### src/design/pcef_pkg.sv
// ----------------------------------------------------------------------------
// pcef_pkg
// Types and constants shared by the path/cycle edge filter modules.
// ----------------------------------------------------------------------------
package pcef_pkg;

   localparam int VERT_W  = 10;
   localparam int WT_W    = 32;
   localparam int SUM_W   = 48;
   localparam int DEPTH   = 1 << VERT_W;

   typedef enum logic [1:0] {
      KIND_INSERT,
      KIND_READ,
      KIND_BAD_INSERT,
      KIND_BAD_READ
   } kind_type;

   typedef enum logic [2:0] {
      STAT_INTERIOR = 3'd0,
      STAT_ODD      = 3'd1,
      STAT_CLOSED   = 3'd2,
      STAT_MERGED   = 3'd3,
      STAT_READ     = 3'd4
   } status_type;

   typedef enum logic [2:0] {
      ST_CLEAR,
      ST_IDLE,
      ST_RB,
      ST_EV,
      ST_W2,
      ST_OUT
   } state_type;

   typedef struct packed {
      kind_type            kind;
      logic [VERT_W-1:0]   a;
      logic [VERT_W-1:0]   b;
      logic [WT_W-1:0]     wt;
   } cmd_type;

   typedef struct packed {
      logic [VERT_W-1:0]   rl;
      logic [VERT_W-1:0]   ll;
      logic [WT_W-1:0]     rw;
      logic [WT_W-1:0]     lw;
   } link_type;

   typedef struct packed {
      status_type          status;
      logic [VERT_W-1:0]   rl;
      logic [VERT_W-1:0]   ll;
      logic [WT_W-1:0]     rw;
      logic [WT_W-1:0]     lw;
      logic [VERT_W-1:0]   far;
      logic                cyc;
      logic                par;
   } res_type;

   typedef struct packed {
      logic                clearing;
      logic                pop;
   } back_stat_type;

   function automatic link_type attach(link_type l, logic [VERT_W-1:0] to,
                                       logic [WT_W-1:0] wt);
      link_type r;
      r = l;
      if (l.rl == '0) begin
         r.rl = to;
         r.rw = wt;
      end else begin
         r.ll = to;
         r.lw = wt;
      end
      return r;
   endfunction

   function automatic logic interior(link_type l);
      return (l.rl != '0) && (l.ll != '0);
   endfunction

endpackage

### src/design/pcef_front.sv
// ----------------------------------------------------------------------------
// pcef_front
// Request intake: registers one request and classifies it by vertex range.
// ----------------------------------------------------------------------------
module pcef_front import pcef_pkg::*; #(
   parameter int MAX_VERTICES = 1023
) (
   input  logic                clock,
   input  logic                reset,
   input  logic                req_valid,
   output logic                req_stall,
   input  logic                req_type,
   input  logic [VERT_W-1:0]   req_vertex_a,
   input  logic [VERT_W-1:0]   req_vertex_b,
   input  logic [WT_W-1:0]     req_edge_weight,
   input  logic                clearing,
   output logic                out_valid,
   output cmd_type             out_item,
   input  logic                out_take
);

   logic    valid_ff, valid_in;
   cmd_type item_ff, item_in;
   logic    a_ok, b_ok, accept;

   assign a_ok = (req_vertex_a != '0) && (32'(req_vertex_a) <= 32'(MAX_VERTICES));
   assign b_ok = (req_vertex_b != '0) && (32'(req_vertex_b) <= 32'(MAX_VERTICES));

   assign req_stall = clearing || (valid_ff && !out_take);
   assign accept    = req_valid && !req_stall;

   always_comb begin
      item_in    = item_ff;
      valid_in   = valid_ff && !out_take;
      if (accept) begin
         valid_in   = 1'b1;
         item_in.a  = req_vertex_a;
         item_in.b  = req_vertex_b;
         item_in.wt = req_edge_weight;
         if (req_type)
            item_in.kind = a_ok ? KIND_READ : KIND_BAD_READ;
         else
            item_in.kind = (a_ok && b_ok) ? KIND_INSERT : KIND_BAD_INSERT;
      end
   end

   always_ff @(posedge clock) begin
      if (reset) begin
         valid_ff <= 1'b0;
      end else begin
         valid_ff <= valid_in;
      end
      item_ff <= item_in;
   end

   assign out_valid = valid_ff;
   assign out_item  = item_ff;

endmodule

### config.mk
export PLATFORM = sky130hd
export DESIGN_NAME = pcef_front
export DESIGN_NICKNAME = d
export VERILOG_FILES = /design/src/design/pcef_pkg.sv /design/src/design/pcef_front.sv
export SDC_FILE = /design/constraint.sdc
export NUM_CORES = 1
export LEC_CHECK = 0
export BUFFER_PORTS_ARGS = -buffer_cell sky130_fd_sc_hd__buf_2
export CORE_ASPECT_RATIO = 0.5
export CORE_MARGIN = 1.5
export CORE_UTILIZATION = 35
export CTS_CLUSTER_DIAMETER = 200
export DETAILED_ROUTE_END_ITERATION = 8
export MAX_ROUTING_LAYER = met4
export PLACE_DENSITY = 0.73
export SETUP_SLACK_MARGIN = 0.4
export SYNTH_ARGS = -nofsm -noshare
export SYNTH_HDL_FRONTEND = slang
export SYNTH_SLANG_ARGS = --single-unit
export TNS_END_PERCENT = 20
### constraint.sdc
create_clock -name clock -period 4.06 [get_ports clock]
set_input_delay 0.812 -clock clock [delete_from_list [all_inputs] [get_ports clock]]
set_output_delay 0.812 -clock clock [all_outputs]
set_load 0.02 [all_outputs]
==> impl_metrics.toml <==
[synthesis]
synth_edf_count = 54
avgSynthCellArea_um2 = 25.21
synth_most_common_cell = "edfxtp_1"
synth_common_cells = "edfxtp_1, nand2b_1, nor2_1, nor4_1, nor4_2"
synthesis.instances = 69
async_flop_share_pct = 0
yosysSeqAreaShare_pct = 94.39
syn-cell-area_mm2 = 0.001739
synth_top_cell_by_area = "edfxtp_1"
synth.area.top_cells = "edfxtp_1, nor4_2, dfxtp_1"
synth_warnings = 0
synth_top_area_share_pct = 93.24
synth_ff_type = "edfxtp_1"
syn_nets = 127
ys_types = 11
ys_seq_elements = 55

[worst_setup_path]
cp_max_fo = 33
worst-r2r-setup-slack_ns = 2.15
cp.required_ns = 4.03
max_stage_delay_ns = 0.67
r2r_start = "out_valid"
crit_type = "in2reg"
crit_path_start_kind = "input port"
cp_slowest_cell = "nor2_4"
ff2ff_path_depth = 4
cp-end-kind = "register"
cpMostUsedCell = "nand2b_1"
cp_cell_sequence = "buf_2 > nand2b_1 > nand2b_1 > nor2_4 > buf_4"
cp.arrival_ns = 2.20
r2r-end = "out_item[23]"

[cells_and_area]
final_layout_size_suffix_gt1_share_pct = 65.26
num-nets-final = 248
final_util_pct = 54.77
area_growth_pct = 44.03
fin_area_mm2 = 0.002505
instances_no_fill = 256
antenna_cells = 0

[clocking]
clkSinkCount = 55
clock_latency_ns = 0.29
cts_resized = 0
h-tree-depth = 2
cts_tree = "built"
postCtsHoldBufs = 0
clockRootBuffer = "clkbuf_8"
cts_buffer_depth = 2
post_cts_buffers = 0
clk_pin_slew_ns = 0.08
cts_buffers = 5

[placement]
io_buffers = 113
gp_congestion = 0.7092
post-dp-hpwl_mm = 2.771
dp_slack_ns = 1.510
dp_cells = 249
placed_cell_area_mm2 = 0.002402

[power]
powerDensity_mw_per_mm2 = 433.5
vdd_drop_max_mv = 0.2115
p_leak_nw = 1.045

[route]
via_per_inst = 4.168
drc = 0
top_layer_used = "met4"
drt-total-wl_mm = 3.435
vias = 1067
dr_wl_met3_um = 141
wl_met2_mm = 2.052
met1_length_mm = 1.203
antenna_left = 0
wl_per_cell_um = 13.42
initialDrtViolationCount = 43
firstDrtPassIters = 4

[sta]
layout_min_cycle_time_ns = 2.227
skew_ns = 0.002716
rsz0062_at_grt = "no"
setup_ws_ns = 1.833
post-route-period-util_pct = 54.85
slew_viol_final = 0
max_slew_margin_pct = 42.46
setup_viol = 0
fmax_ghz = 0.4490
hold_viol_final = 0
worstMarginPinSlew_ns = 0.8611
setup_tns_ns = 0

[job]
max-cap-violations = 0

[status]
status = "completed"

[global_route]
gr-total-overflow = 0
grt_first_pass_wirelength_mm = 4.664
antenna_found_initial = 0
first_global_vias = 1043
grtUsageTotal_pct = 12.27
grt_max_degree = 34

[die]
floorplan.die_area_mm2 = 0.005427
start_util_pct = 38.03
ios = 114
core_mm2 = 0.004573
dieWidth_um = 102.7
rows = 17
chipHeight_um = 52.85

[worst_hold_path]
hold_class = "reg2reg"
hp-start = "out_valid"
min_to = "out_valid"
holdPathStages = 2
state kept, by name, indices dropped and copies added (netlist names):
name / flops
out_item: 54
out_valid: 1
worst max-delay path by stage:
stage	from	to	slack [ns]	depth (start not counted)
floorplan	out_take	out_item[0]	1.10	3
global placement	out_take	out_item[10]	1.57	5
detailed placement	out_take	out_item[25]	1.51	5
CTS	out_take	out_item[17]	1.82	5
global route	out_take	out_item[17]	1.72	5
finish	out_take	out_item[23]	1.83	5
metrics by stage:
step	hold WS [ns]	total power, mW
3_5_place_dp	0.4866	0.7697
3_3_place_gp	0.4726	0.7672
2_1_floorplan	0.5616	0.7149
4_1_cts	0.4989	1.097
5_1_grt	0.5568	1.126
6_report	0.4941	1.086
cell type report:
cell class / instances / area (um2)
fill: 367 / 2068
sequential: 55 / 1642
timing repair buffer: 114 / 573.1
multi-input combinational: 13 / 101.3
tap: 66 / 82.58
clock buffer: 6 / 72.57
clock inverter: 1 / 30.03
inverter: 1 / 3.754
power by group:
part           internal (mW)  leakage, nW  total [mW]  switching [mW]
clock                  0.181       0.0513       0.331           0.150
sequential             0.652        0.513       0.657         0.00484
combinational         0.0370        0.480      0.0982          0.0612
layout by cell type (no fill, tap or decap):
cell / n
clkbuf_8: 5
clkbuf_1: 1
bufinv_16: 1
nand2_1: 1
inv_1: 1
nand3_1: 1
nor2_4: 1
o41ai_2: 1
buf_4: 1
edfxtp_1: 54
nand2b_1: 3
nor4_1: 2
nor4_2: 2
dfxtp_1: 1
buf_2: 113
nor2_1: 1
a21oi_1: 1
cell families after synthesis:
kind of cell           after synthesis  share of synthesized area, %
buffers and inverters                1                        0.2156
AND/OR/NAND/NOR                     11                         4.172
AO/OA/AOI/OAI                        2                         1.223
flip-flops                          55                         94.39
critical path: cells and delay by family:
family / cells / cell delay, ns
and+or+nand+nor: 3 / 0.88
buffers and inverters: 2 / 0.49
per-layer routing:
metal | vias to the layer above | GRT usage [%]
met3 | 4 | 4.667
met2 | 23 | 23.73
met1 | 523 | 11.30
li1 | 517 | -
met5 | - | -
met4 | 0 | 4.110
No activity file was read; power rests on OpenSTA's default activity.
