### src/design/pcef_pkg.sv
// ----------------------------------------------------------------------------
// pcef_pkg
// Types and constants shared by the path/cycle edge filter modules.
// ----------------------------------------------------------------------------
package pcef_pkg;

   localparam int VERT_W  = 10;
   localparam int WT_W    = 32;
   localparam int SUM_W   = 48;
   localparam int DEPTH   = 1 << VERT_W;

   typedef enum logic [1:0] {
      KIND_INSERT,
      KIND_READ,
      KIND_BAD_INSERT,
      KIND_BAD_READ
   } kind_type;

   typedef enum logic [2:0] {
      STAT_INTERIOR = 3'd0,
      STAT_ODD      = 3'd1,
      STAT_CLOSED   = 3'd2,
      STAT_MERGED   = 3'd3,
      STAT_READ     = 3'd4
   } status_type;

   typedef enum logic [2:0] {
      ST_CLEAR,
      ST_IDLE,
      ST_RB,
      ST_EV,
      ST_W2,
      ST_OUT
   } state_type;

   typedef struct packed {
      kind_type            kind;
      logic [VERT_W-1:0]   a;
      logic [VERT_W-1:0]   b;
      logic [WT_W-1:0]     wt;
   } cmd_type;

   typedef struct packed {
      logic [VERT_W-1:0]   rl;
      logic [VERT_W-1:0]   ll;
      logic [WT_W-1:0]     rw;
      logic [WT_W-1:0]     lw;
   } link_type;

   typedef struct packed {
      status_type          status;
      logic [VERT_W-1:0]   rl;
      logic [VERT_W-1:0]   ll;
      logic [WT_W-1:0]     rw;
      logic [WT_W-1:0]     lw;
      logic [VERT_W-1:0]   far;
      logic                cyc;
      logic                par;
   } res_type;

   typedef struct packed {
      logic                clearing;
      logic                pop;
   } back_stat_type;

   function automatic link_type attach(link_type l, logic [VERT_W-1:0] to,
                                       logic [WT_W-1:0] wt);
      link_type r;
      r = l;
      if (l.rl == '0) begin
         r.rl = to;
         r.rw = wt;
      end else begin
         r.ll = to;
         r.lw = wt;
      end
      return r;
   endfunction

   function automatic logic interior(link_type l);
      return (l.rl != '0) && (l.ll != '0);
   endfunction

endpackage

### src/design/pcef_queue.sv
// ----------------------------------------------------------------------------
// pcef_queue
// Two-entry request queue between the intake and the table sequencer.
// ----------------------------------------------------------------------------
module pcef_queue import pcef_pkg::*; (
   input  logic    clock,
   input  logic    reset,
   input  logic    in_valid,
   input  cmd_type in_item,
   output logic    in_take,
   output logic    out_valid,
   output cmd_type out_item,
   input  logic    out_pop
);

   cmd_type    slot_ff [0:1];
   logic       wptr_ff, wptr_in, rptr_ff, rptr_in;
   logic [1:0] cnt_ff, cnt_in;
   logic       push;

   assign in_take   = in_valid && (cnt_ff != 2'd2);
   assign push      = in_take;
   assign out_valid = (cnt_ff != 2'd0);
   assign out_item  = slot_ff[rptr_ff];

   always_comb begin
      wptr_in = push ? ~wptr_ff : wptr_ff;
      rptr_in = out_pop ? ~rptr_ff : rptr_ff;
      cnt_in  = cnt_ff + 2'(push) - 2'(out_pop);
   end

   always_ff @(posedge clock) begin
      if (reset) begin
         wptr_ff <= 1'b0;
         rptr_ff <= 1'b0;
         cnt_ff  <= 2'd0;
      end else begin
         wptr_ff <= wptr_in;
         rptr_ff <= rptr_in;
         cnt_ff  <= cnt_in;
      end
      if (push)
         slot_ff[wptr_ff] <= in_item;
   end

endmodule

### config.mk
export PLATFORM = sky130hd
export DESIGN_NAME = pcef_queue
export DESIGN_NICKNAME = d
export VERILOG_FILES = /design/src/design/pcef_pkg.sv /design/src/design/pcef_queue.sv
export SDC_FILE = /design/constraint.sdc
export NUM_CORES = 1
export LEC_CHECK = 0
export BUFFER_PORTS_ARGS = -buffer_cell sky130_fd_sc_hd__buf_2
export CORE_ASPECT_RATIO = 1.4
export CORE_UTILIZATION = 25
export CTS_BUF_LIST = sky130_fd_sc_hd__clkbuf_4
export CTS_CLUSTER_DIAMETER = 100
export DETAILED_ROUTE_END_ITERATION = 16
export PLACE_DENSITY_LB_ADDON = 0.3
export SETUP_SLACK_MARGIN = 0.5
export SLEW_MARGIN = 20
export SYNTH_ARGS = -nofsm -noshare
export SYNTH_HDL_FRONTEND = slang
export SYNTH_SLANG_ARGS = --single-unit
export TNS_END_PERCENT = 100
### constraint.sdc
create_clock -name clock -period 4.35 [get_ports clock]
set_clock_uncertainty 0.05 [all_clocks]
set_input_delay 0.435 -clock clock [delete_from_list [all_inputs] [get_ports clock]]
set_output_delay 0.435 -clock clock [all_outputs]
set_load 0.02 [all_outputs]
==> metrics.txt, run 1 <==
# TYPE chip_impl_metric gauge
chip_impl_metric{name="avgSynthCellArea",unit="µm²"} 21.1
chip_impl_info{name="cp-start-kind",value="flop"} 1
chip_impl_metric{name="drt_drc_violations_left",unit=""} 0
chip_impl_info{name="top_usage_layer",value="met2"} 1
chip_impl_metric{name="grt_antenna_before_repair",unit=""} 0
chip_impl_metric{name="die_width",unit="µm"} 111
chip_impl_metric{name="synth_seq_cells",unit=""} 113
chip_impl_info{name="timing_worst_setup_path_type",value="flop to output port"} 1
chip_impl_metric{name="latest_clock_arrival_within_the_worst_skew_pair",unit="ps"} 480
chip_impl_metric{name="setup_violations",unit=""} 0
chip_impl_metric{name="synth-async-reset-ratio",unit=""} 0
chip_impl_info{name="critPathCaptureType",value="output port"} 1
chip_impl_metric{name="htree_levels",unit=""} 4
chip_impl_metric{name="floorplan.initialDensity",unit=""} 0.256
chip_impl_metric{name="n_antenna_cell",unit=""} 0
chip_impl_metric{name="port_buffers",unit=""} 113
chip_impl_metric{name="yosys.cell_types.count",unit=""} 24
chip_impl_info{name="main_flop_type_after_synthesis",value="edfxtp_1"} 1
chip_impl_metric{name="worstPathArrival",unit="ps"} 2350
chip_impl_metric{name="routed-via-count",unit=""} 2304
chip_impl_metric{name="post_layout_minimum_cycle_time",unit="ps"} 2830
chip_impl_metric{name="nNetsFinal",unit=""} 414
chip_impl_info{name="synth.area.top_cells",value="edfxtp_1 (78%), mux2_2 (15%), dfxtp_1 (2.4%)"} 1
chip_impl_metric{name="worst_ep_required_time",unit="ps"} 3870
chip_impl_metric{name="ctsLongestPathBuffers",unit=""} 2
chip_impl_metric{name="use_met1",unit=""} 0.104
chip_impl_metric{name="synth_top_cell_area_share",unit=""} 0.785
chip_impl_metric{name="post_syn_nets",unit=""} 255
chip_impl_metric{name="pins_over_their_slew_limit",unit=""} 0
chip_impl_metric{name="die_y",unit="µm"} 154
chip_impl_metric{name="total_leakage_power",unit="nW"} 2.04
chip_impl_metric{name="coreArea",unit="mm²"} 0.0162
chip_impl_info{name="cts_root_buffer",value="clkbuf_4"} 1
chip_impl_metric{name="row_count",unit=""} 55
chip_impl_metric{name="ant_nets",unit=""} 0
chip_impl_metric{name="netlist_area",unit="mm²"} 0.00413
chip_impl_metric{name="final_layout_size_suffix_gt1_frac",unit=""} 0.552
chip_impl_metric{name="timing.max_slew.rel_slack",unit=""} 0.391
chip_impl_metric{name="vias_per_cell",unit=""} 4.06
chip_impl_metric{name="max_slew.worst_pin.slew",unit="ps"} 913
chip_impl_info{name="synth.most_common_cell",value="edfxtp_1"} 1
chip_impl_info{name="grt_setup_unrepaired",value="false"} 1
chip_impl_metric{name="layout_worst_path_cycle_share",unit=""} 0.651
chip_impl_metric{name="gpl.final_weighted_congestion",unit=""} 0.647
chip_impl_info{name="ys_top_cells_by_count",value="edfxtp_1 (108), mux2_2 (54), dfxtp_1 (5)"} 1
chip_impl_metric{name="timing_hold_violations_final",unit=""} 0
chip_impl_metric{name="yosysSeqAreaShare",unit=""} 0.809
chip_impl_metric{name="ports_placed_on_the_boundary",unit=""} 114
chip_impl_metric{name="max_cap_violations",unit=""} 0
chip_impl_info{name="worst_hold_startpoint",value="in_item[4]"} 1
chip_impl_metric{name="globalRoute.totalOverflow",unit=""} 0
chip_impl_info{name="timing.hold.worst.class",value="input pin to flop"} 1
chip_impl_metric{name="post_cts.resized_instances",unit=""} 0
chip_impl_info{name="regToRegStartpoint",value="cnt_ff[0]"} 1
chip_impl_metric{name="number_of_violations_reported_at_the_end_of_detailed_routing_iteration_0",unit=""} 65
chip_impl_metric{name="total_clock_buffers_created_by_cts",unit=""} 17
chip_impl_metric{name="totalNegativeSetupSlack",unit="ps"} 0
chip_impl_metric{name="ys.warnings.count",unit=""} 0
chip_impl_metric{name="grt_pass1_vias",unit=""} 2375
chip_impl_metric{name="postSynthCellCount",unit=""} 196
chip_impl_metric{name="timing.critical_path.fanout_max",unit=""} 35
chip_impl_info{name="cts_tree",value="yes"} 1
chip_impl_info{name="outcome",value="complete, no violations"} 1
chip_impl_metric{name="met3_resource_use_gr",unit=""} 0.0438
chip_impl_metric{name="fillCellCount",unit=""} 1604
chip_impl_metric{name="globalRouteTotalUtil",unit=""} 0.101
chip_impl_metric{name="postRouteWirelength",unit="mm"} 8.16
chip_impl_metric{name="worst_setup_hold_path_clk_slew",unit="ps"} 110
chip_impl_metric{name="power.ir.vdd_worst",unit="mV"} 0.139
chip_impl_metric{name="synth_edf_count",unit=""} 108
chip_impl_metric{name="fp.dieArea",unit="mm²"} 0.0171
chip_impl_metric{name="holdWs",unit="ps"} 90.5
chip_impl_metric{name="cts.sinks",unit=""} 113
chip_impl_metric{name="area_growth_syn_to_layout",unit="%"} 32.5
chip_impl_metric{name="groute.layer.met2.usage",unit=""} 0.172
chip_impl_metric{name="dr.pass1.iters",unit=""} 4
chip_impl_metric{name="power_density",unit="mW/mm²"} 431
chip_impl_info{name="synth_area_leader_cell",value="edfxtp_1"} 1
chip_impl_metric{name="clock.fmax",unit="MHz"} 353
chip_impl_metric{name="routedWlPerCell",unit="µm"} 14.4
chip_impl_metric{name="grt_first_pass_wirelength",unit="mm"} 12.5
chip_impl_metric{name="detailedPlacementHpwl",unit="mm"} 5.03
chip_impl_metric{name="largest_net_degree_at_the_start_of_global_routing",unit=""} 36
cell type report:
| type | instances | area [µm²] | area share |
|---|---|---|---|
| inverters | 3 | 11.3 | 0.00206 |
| repair buffers | 146 | 888 | 0.162 |
| well taps | 199 | 249 | 0.0455 |
| flip-flops and latches | 113 | 3340 | 0.611 |
| clock buffers | 19 | 143 | 0.0260 |
| clock inverters | 13 | 96.3 | 0.0176 |
| multi-input cells | 74 | 744 | 0.136 |
kinds of logic (layout without fill, tap and decap cells):
group                    count (synthesis)  in the layout  synth area share
flip-flops                             113            113             0.809
multiplexers                            56             56             0.152
AND/OR/NAND/NOR                         13             13            0.0176
buffers and inverters                    9            181            0.0112
AO/OA/AOI/OAI                            3              3           0.00484
adder cells (fa/ha/maj)                  1              1           0.00303
XOR/XNOR                                 1              1           0.00212
what timing repair did:
| item | 4_1_cts | 5_1_grt |
|---|---|---|
| endpoints found under the hold margin | 17 | 39 |
| buffers inserted | 0 | 0 |
| hold buffers | 9 | 21 |
routing by layer:
layer | up-vias | share of wire
li1 | 1086 | -
met2 | 66 | 0.53
met5 | - | 0
met4 | 0 | 0.018
met3 | 8 | 0.049
met1 | 1144 | 0.41
power by group:
group / leakage (nW) / switching, mW / internal (mW)
Clock: 0.126 / 0.386 / 0.284
Combinational: 0.862 / 0.211 / 0.158
Sequential: 1.05 / 0.0317 / 1.29
Total: 2.04 / 0.629 / 1.73
cells in the final DEF, fill, tap and decap left out, drive strengths merged:
cell	count
mux2	55
edfxtp	108
buf	116
and2b	1
nand2b	1
a21boi	1
ha	1
a21o	1
and3	1
nand2	1
dlygate4sd3	30
nor2	3
nor3	1
xnor2	1
nand3	1
inv	3
clkinvlp	4
and3b	1
clkinv	8
dfxtp	5
bufinv	1
or2	1
mux2i	1
nor2b	1
and2	1
clkbuf	19
a21oi	1
final timing paths:
path / endpoint / slack (ps) / cells after the start
worst max-delay path: out_item[5] / 1520 / 3
worst max register to register: slot_ff[1][6] / 2150 / 3
worst min register to register: rptr_ff / 490 / 2
worst min-delay path: slot_ff[0][4] / 90 / 1
stage by stage:
stage | setup WS [ps] | utilization | power [mW] | cells | area [µm²]
2_1_floorplan | 2030 | - | 1.57 | 196 | 4130
3_3_place_gp | 1910 | 0.305 | 1.70 | 505 | 4940
3_5_place_dp | 1900 | 0.305 | 1.71 | 505 | 4940
4_1_cts | 1300 | 0.326 | 2.40 | 546 | 5270
5_1_grt | 1170 | 0.339 | 2.49 | 567 | 5480
6_report | 1520 | 0.339 | 2.36 | 567 | 5480
critical path, cell delays in order, from the launching register on:
cell,delay (ps)
dfxtp_2,910
buf_4,420
mux2_2,380
buf_2,160
state kept, by name, summed over array words and instances (netlist names), named ones only:
signal and cells:
cnt_ff 2, slot_ff 108, wptr_ff 1, rptr_ff 1
(Power assumes the default switching activity.)
==> run 2: changes to the inputs <==
ABC_AREA = 1   (was default)
clock period = 2.5 ns   (was 4.35 ns; I/O delays follow)
==> run 2 against run 1 <==
Effect of this change:
- synthesized area grew 5.7%
- largest cell class unchanged
- non-clock buffer count grew 40
- highest routed layer is now met5
- final cell count grew 13%
- critical path depth grew 1
- clock-buffer cell count grew 4
- hold slack gained 330 ps
- global-route usage grew 0.34 points
==> metrics.txt, run 2 <==
# TYPE chip_impl_metric gauge
chip_impl_info{name="outcome",value="complete, no violations"} 1
chip_impl_metric{name="die_width",unit="µm"} 114
chip_impl_metric{name="place.detailed.instances",unit=""} 541
chip_impl_metric{name="ports_placed_on_the_boundary",unit=""} 114
chip_impl_metric{name="ant_nets",unit=""} 0
chip_impl_metric{name="dpl-instance-area",unit="mm²"} 0.00521
chip_impl_metric{name="ctsLongestPathBuffers",unit=""} 2
chip_impl_metric{name="pins_over_their_slew_limit",unit=""} 0
chip_impl_info{name="regMostFlops",value="slot_ff"} 1
chip_impl_metric{name="die_y",unit="µm"} 158
chip_impl_metric{name="worst_setup_hold_path_clk_slew",unit="ps"} 100
chip_impl_metric{name="area_growth_syn_to_layout",unit="%"} 49.1
chip_impl_metric{name="groute.layer.met2.usage",unit=""} 0.181
chip_impl_info{name="cts_tree",value="yes"} 1
chip_impl_metric{name="routedWlPerCell",unit="µm"} 14.6
chip_impl_metric{name="floorplan.initialDensity",unit=""} 0.258
chip_impl_metric{name="synth-async-reset-ratio",unit=""} 0
chip_impl_info{name="synth.area.top_cells",value="edfxtp_1 (74%), mux2_4 (17%), buf_12 (2.3%)"} 1
chip_impl_info{name="cts_root_buffer",value="clkbuf_4"} 1
chip_impl_metric{name="holdWs",unit="ps"} 418
chip_impl_metric{name="latest_clock_arrival_within_the_worst_skew_pair",unit="ps"} 490
chip_impl_info{name="critPathCaptureType",value="output port"} 1
chip_impl_metric{name="worst_ep_required_time",unit="ps"} 2200
chip_impl_info{name="grt_setup_unrepaired",value="true"} 1
chip_impl_info{name="layout.cells.most_common_list",value="edfxtp_1 (108), buf_2 (76), dlygate4sd3_1 (58)"} 1
chip_impl_metric{name="drt_drc_violations_left",unit=""} 0
chip_impl_info{name="cp-start-kind",value="flop"} 1
chip_impl_metric{name="synth_top_cell_area_share",unit=""} 0.742
chip_impl_metric{name="total_clock_buffers_created_by_cts",unit=""} 17
chip_impl_metric{name="finish.utilization",unit=""} 0.384
chip_impl_metric{name="ys.warnings.count",unit=""} 0
chip_impl_metric{name="finalNonFillerCells",unit=""} 642
chip_impl_metric{name="netlist_area",unit="mm²"} 0.00437
chip_impl_metric{name="met3_resource_use_gr",unit=""} 0.0426
chip_impl_metric{name="timing.max_slew.rel_slack",unit=""} 0.783
chip_impl_metric{name="power_density",unit="mW/mm²"} 703
chip_impl_metric{name="nNetsFinal",unit=""} 456
chip_impl_metric{name="worstPathArrival",unit="ps"} 1660
chip_impl_info{name="main_flop_type_after_synthesis",value="edfxtp_1"} 1
chip_impl_metric{name="yosys.cell_types.count",unit=""} 14
chip_impl_metric{name="flip_flop_count_of_the_largest_register_all_copies_and_words_added",unit=""} 108
chip_impl_metric{name="post_layout_minimum_cycle_time",unit="ps"} 1960
chip_impl_metric{name="totalNegativeSetupSlack",unit="ps"} 0
chip_impl_metric{name="postRouteWirelength",unit="mm"} 9.37
chip_impl_metric{name="avgSynthCellArea",unit="µm²"} 22.1
chip_impl_info{name="synth.most_common_cell",value="edfxtp_1"} 1
chip_impl_metric{name="clock.fmax",unit="MHz"} 511
chip_impl_metric{name="dr.pass1.iters",unit=""} 4
chip_impl_metric{name="pre_cts_ws",unit="ps"} 551
chip_impl_metric{name="grt_pass1_vias",unit=""} 2538
chip_impl_metric{name="post_syn_nets",unit=""} 257
chip_impl_metric{name="reg2reg_slack",unit="ps"} 990
chip_impl_info{name="timing_worst_setup_path_type",value="flop to output port"} 1
chip_impl_metric{name="max_cap_violations",unit=""} 0
chip_impl_metric{name="globalRoute.totalOverflow",unit=""} 0
chip_impl_metric{name="grt_first_pass_wirelength",unit="mm"} 13.3
chip_impl_metric{name="power.ir.vdd_worst",unit="mV"} 0.366
chip_impl_metric{name="synth_seq_cells",unit=""} 113
chip_impl_metric{name="max_slew.worst_pin.slew",unit="ps"} 325
chip_impl_info{name="timing.hold.worst.class",value="input pin to flop"} 1
chip_impl_metric{name="timing.critical_path.fanout_max",unit=""} 10
chip_impl_metric{name="largest_net_degree_at_the_start_of_global_routing",unit=""} 55
chip_impl_metric{name="total_leakage_power",unit="nW"} 2.57
chip_impl_metric{name="postSynthCellCount",unit=""} 198
chip_impl_info{name="top_usage_layer",value="met2"} 1
chip_impl_info{name="mostFrequentLayoutCell",value="edfxtp_1"} 1
chip_impl_metric{name="detailedPlacementHpwl",unit="mm"} 5.21
chip_impl_metric{name="port_buffers",unit=""} 113
chip_impl_metric{name="row_count",unit=""} 56
chip_impl_metric{name="yosysSeqAreaShare",unit=""} 0.765
chip_impl_metric{name="htree_levels",unit=""} 4
chip_impl_metric{name="vias_per_cell",unit=""} 3.86
chip_impl_metric{name="fp.dieArea",unit="mm²"} 0.0180
chip_impl_info{name="ys_top_cells_by_count",value="edfxtp_1 (108), mux2_4 (50), nand2_1 (7), nor2_1 (7)"} 1
chip_impl_metric{name="gpl.final_weighted_congestion",unit=""} 0.637
chip_impl_metric{name="timing_hold_violations_final",unit=""} 0
chip_impl_metric{name="coreArea",unit="mm²"} 0.0170
chip_impl_info{name="top_regs",value="slot_ff (108), cnt_ff (2)"} 1
chip_impl_metric{name="finalWorstSetupSlack",unit="ps"} 542
chip_impl_metric{name="cts.sinks",unit=""} 113
chip_impl_metric{name="post-route-cell-area",unit="mm²"} 0.00651
chip_impl_metric{name="synth_edf_count",unit=""} 108
chip_impl_metric{name="setup_violations",unit=""} 0
chip_impl_metric{name="grt_antenna_before_repair",unit=""} 2
chip_impl_metric{name="layout_worst_path_cycle_share",unit=""} 0.783
chip_impl_metric{name="number_of_violations_reported_at_the_end_of_detailed_routing_iteration_0",unit=""} 43
chip_impl_metric{name="final_layout_size_suffix_gt1_frac",unit=""} 0.528
chip_impl_metric{name="use_met1",unit=""} 0.108
chip_impl_metric{name="globalRouteTotalUtil",unit=""} 0.104
chip_impl_info{name="synth_area_leader_cell",value="edfxtp_1"} 1
chip_impl_metric{name="total_chip_power",unit="mW"} 4.57
chip_impl_metric{name="routed-via-count",unit=""} 2477
## run 2: routing by layer
layer | share of wire | vias to the layer above
li1 | - | 1163
met1 | 0.40 | 1235
met2 | 0.54 | 68
met3 | 0.047 | 9
met4 | 0.013 | 2
met5 | 0.0014 | -
## run 2: worst paths after layout
path          startpoint        endpoint  cells after the start
max                 flop     out_item[4]                      4
min          in_item[21]  slot_ff[1][21]                      2
max reg2reg    cnt_ff[1]  slot_ff[1][11]                      6
min reg2reg      rptr_ff         rptr_ff                      2
## run 2: kinds of logic (layout without fill, tap and decap cells)
logic type      count (synthesis)  after routing  synth area share
xor+xnor                        2              2           0.00401
mux                            54             54             0.182
fa+ha+maj                       1              1           0.00286
compound gates                  1              1           0.00114
simple gates                   16             16            0.0146
flops                         113            113             0.765
buf+inv                        11            222            0.0298
other cells                     0              1                 0
## run 2: critical path, cell delays in order, from the launching register on
cell and delay, ps:
dfxtp_4 390, buf_12 150, buf_12 150, mux2_4 300
buf_2 160
## run 2: report_power, final
| group | internal [mW] | leakage, nW | switching (mW) |
|---|---|---|---|
| Sequential | 2.27 | 1.05 | 0.0447 |
| Clock | 0.541 | 0.139 | 0.653 |
| Combinational | 0.570 | 1.38 | 0.497 |
| Total | 3.38 | 2.57 | 1.19 |
## run 2: timing repair
action	in CTS	in global routing
hold endpoints to repair	113	0
gates cloned	2	3
setup endpoints to repair	54	89
setup buffers	4	2
gates resized for setup	32	55
hold buffers	58	0
## run 2: area by class of cell
type	count	area, µm²
sequential	113	3350
inverter	5	22.5
multi-input combinational	74	910
tap	232	290
antenna	1	2.50
fill	1638	10400
timing repair buffer	186	1700
clock inverter	8	65.1
clock buffer	23	173
==> run 3: changes to the inputs <==
clock period = 1.6 ns   (was 2.5 ns; I/O delays follow)
==> run 3 against run 2 <==
Effect of this change:
- the run now ends with setup timing left
- via count rose by 5.0%
- die area did not move
- first-iteration DRC count rose by 74%
- power rose by 73%
- flip-flop and latch count did not move
- core utilization rose by 4.6 points
- critical path depth did not move
- hold slack got worse by 110 ps
- worst setup slack got worse by 810 ps
- combinational power rose by 120%
- critical path type unchanged
- critical endpoint is now out_item[10]
==> metrics.txt, run 3 (synthesis results as in run 2) <==
# TYPE chip_impl_metric gauge
chip_impl_metric{name="postRouteWirelength",unit="mm"} 10.2
chip_impl_metric{name="total_chip_power",unit="mW"} 7.90
chip_impl_metric{name="holdWs",unit="ps"} 309
chip_impl_metric{name="ports_placed_on_the_boundary",unit=""} 114
chip_impl_info{name="critPathCaptureType",value="output port"} 1
chip_impl_metric{name="die_y",unit="µm"} 158
chip_impl_metric{name="total_leakage_power",unit="nW"} 2.91
chip_impl_metric{name="floorplan.initialDensity",unit=""} 0.258
chip_impl_metric{name="place.detailed.instances",unit=""} 546
chip_impl_info{name="outcome",value="complete, but fails checks"} 1
chip_impl_metric{name="dr.pass1.iters",unit=""} 4
chip_impl_metric{name="largest_net_degree_at_the_start_of_global_routing",unit=""} 17
chip_impl_metric{name="htree_levels",unit=""} 4
chip_impl_info{name="mostFrequentLayoutCell",value="edfxtp_1"} 1
chip_impl_info{name="top_regs",value="slot_ff (108), cnt_ff (2)"} 1
chip_impl_metric{name="ctsLongestPathBuffers",unit=""} 2
chip_impl_metric{name="grt_pass1_vias",unit=""} 2797
chip_impl_metric{name="final_layout_size_suffix_gt1_frac",unit=""} 0.583
chip_impl_info{name="regMostFlops",value="slot_ff"} 1
chip_impl_metric{name="max_slew.worst_pin.slew",unit="ps"} 255
chip_impl_metric{name="setup_violations",unit=""} 54
chip_impl_info{name="timing_worst_setup_path_type",value="flop to output port"} 1
chip_impl_metric{name="clock.fmax",unit="MHz"} 536
chip_impl_metric{name="coreArea",unit="mm²"} 0.0170
chip_impl_metric{name="fp.dieArea",unit="mm²"} 0.0180
chip_impl_metric{name="timing_hold_violations_final",unit=""} 0
chip_impl_metric{name="max_cap_violations",unit=""} 0
chip_impl_metric{name="power.ir.vdd_worst",unit="mV"} 0.474
chip_impl_metric{name="drt_drc_violations_left",unit=""} 0
chip_impl_info{name="worst_hold_startpoint",value="in_item[14]"} 1
chip_impl_metric{name="critical_path.max_stage_delay",unit="ps"} 400
chip_impl_info{name="cp-start-kind",value="flop"} 1
chip_impl_metric{name="routedWlPerCell",unit="µm"} 15.2
chip_impl_metric{name="pins_over_their_slew_limit",unit=""} 0
chip_impl_info{name="timing.hold.worst.class",value="input pin to flop"} 1
chip_impl_info{name="grt_setup_unrepaired",value="true"} 1
chip_impl_metric{name="grt_antenna_before_repair",unit=""} 1
chip_impl_metric{name="cts.sinks",unit=""} 113
chip_impl_metric{name="layout_worst_path_cycle_share",unit=""} 1.17
chip_impl_info{name="failing_checks",value="setup timing"} 1
chip_impl_info{name="path_delay_family",value="buffers and inverters"} 1
chip_impl_info{name="cts_root_buffer",value="clkbuf_4"} 1
chip_impl_metric{name="area_growth_syn_to_layout",unit="%"} 67.0
chip_impl_metric{name="totalNegativeSetupSlack",unit="ps"} -12720
chip_impl_info{name="crit_chain",value="buf_12, buf_16, mux2_4, buf_6"} 1
chip_impl_metric{name="detailedPlacementHpwl",unit="mm"} 5.40
chip_impl_metric{name="post_layout_minimum_cycle_time",unit="ps"} 1860
chip_impl_metric{name="timing.critical_path.buf_inv",unit=""} 3
chip_impl_metric{name="vias_per_cell",unit=""} 3.87
chip_impl_metric{name="gpl.final_weighted_congestion",unit=""} 0.669
chip_impl_metric{name="worst_ep_required_time",unit="ps"} 1390
chip_impl_metric{name="layout.area.seq",unit="mm²"} 0.00335
chip_impl_metric{name="latest_clock_arrival_within_the_worst_skew_pair",unit="ps"} 520
chip_impl_info{name="layout.cells.most_common_list",value="edfxtp_1 (108), buf_6 (69), dlygate4sd3_1 (57), buf_2 (57), mux2_4 (54)"} 1
chip_impl_info{name="cp_slowest_cell",value="dfxtp_4"} 1
chip_impl_metric{name="finalWorstSetupSlack",unit="ps"} -265
chip_impl_metric{name="flip_flop_count_of_the_largest_register_all_copies_and_words_added",unit=""} 108
chip_impl_metric{name="port_buffers",unit=""} 113
chip_impl_metric{name="n_antenna_cell",unit=""} 0
chip_impl_metric{name="worstPathArrival",unit="ps"} 1650
chip_impl_metric{name="finalNonFillerCells",unit=""} 673
chip_impl_metric{name="fillCellCount",unit=""} 1529
chip_impl_metric{name="row_count",unit=""} 56
chip_impl_metric{name="die_width",unit="µm"} 114
chip_impl_info{name="regToRegStartpoint",value="cnt_ff[0]"} 1
chip_impl_metric{name="worst_setup_hold_path_clk_slew",unit="ps"} 100
chip_impl_metric{name="number_of_violations_reported_at_the_end_of_detailed_routing_iteration_0",unit=""} 75
chip_impl_metric{name="timing.max_slew.rel_slack",unit=""} 0.830
chip_impl_metric{name="grt_first_pass_wirelength",unit="mm"} 15.0
chip_impl_info{name="cts_tree",value="yes"} 1
chip_impl_metric{name="multi_input_comb_area",unit="µm²"} 963
chip_impl_metric{name="total_clock_buffers_created_by_cts",unit=""} 17
chip_impl_metric{name="routed-via-count",unit=""} 2602
chip_impl_metric{name="ant_nets",unit=""} 0
chip_impl_metric{name="globalRoute.totalOverflow",unit=""} 0
chip_impl_metric{name="globalRouteTotalUtil",unit=""} 0.121
chip_impl_metric{name="timing.critical_path.fanout_max",unit=""} 7
chip_impl_metric{name="nNetsFinal",unit=""} 489
chip_impl_metric{name="power_density",unit="mW/mm²"} 1080
chip_impl_metric{name="finish.utilization",unit=""} 0.430
## run 3: changes by cell type in the layout (fill, tap and decap cells not counted), sizes merged
cell / delta
clkinvlp: -1
clkbuf: -6
diode: -1
clkinv: +2
buf: +37
dlygate4sd3: -1
bufinv: +1
## run 3: final cells by class
class	instances	area share
clock buffer	20	0.0206
clock inverter	10	0.0130
inverter	5	0.00343
multi-input combinational	74	0.132
sequential	113	0.460
tap	232	0.0398
timing repair buffer	219	0.332
## run 3: power breakdown
| part | switching, mW | internal, mW | leakage, nW |
|---|---|---|---|
| Sequential | 0.0811 | 3.55 | 1.05 |
| Combinational | 0.949 | 1.40 | 1.72 |
| Clock | 0.993 | 0.930 | 0.142 |
## run 3: per-layer routing
layer  track usage  part of all wire  vias to the layer above
met2         0.221              0.55                       77
li1              -                 -                     1245
met3        0.0461             0.049                       19
met4        0.0620             0.026                        0
met1         0.117              0.38                     1261
met5             0                 0                        -
## run 3: stage by stage
step / area [µm²] / worst slack [ps]
finish: 7290 / -265
global route: 7290 / -363
CTS: 7270 / -337
detailed placement: 5280 / 170
global placement: 5280 / 169
floorplan: 4400 / -272
## run 3: worst paths after layout
check | end | slack [ps] | depth (start not counted)
worst min-delay path | slot_ff[0][14] | 310 | 2
worst min register to register | flop | 470 | 2
worst max register to register | slot_ff[0][13] | 100 | 8
worst max-delay path | out_item[10] | -260 | 4
## run 3: repair_timing
item,in CTS,in global routing
cloned,15,0
gates resized for setup,168,7
setup buffers,25,0
hold endpoints to repair,113,0
pin swaps,3,2
setup endpoints to repair,166,166
hold buffers,57,0
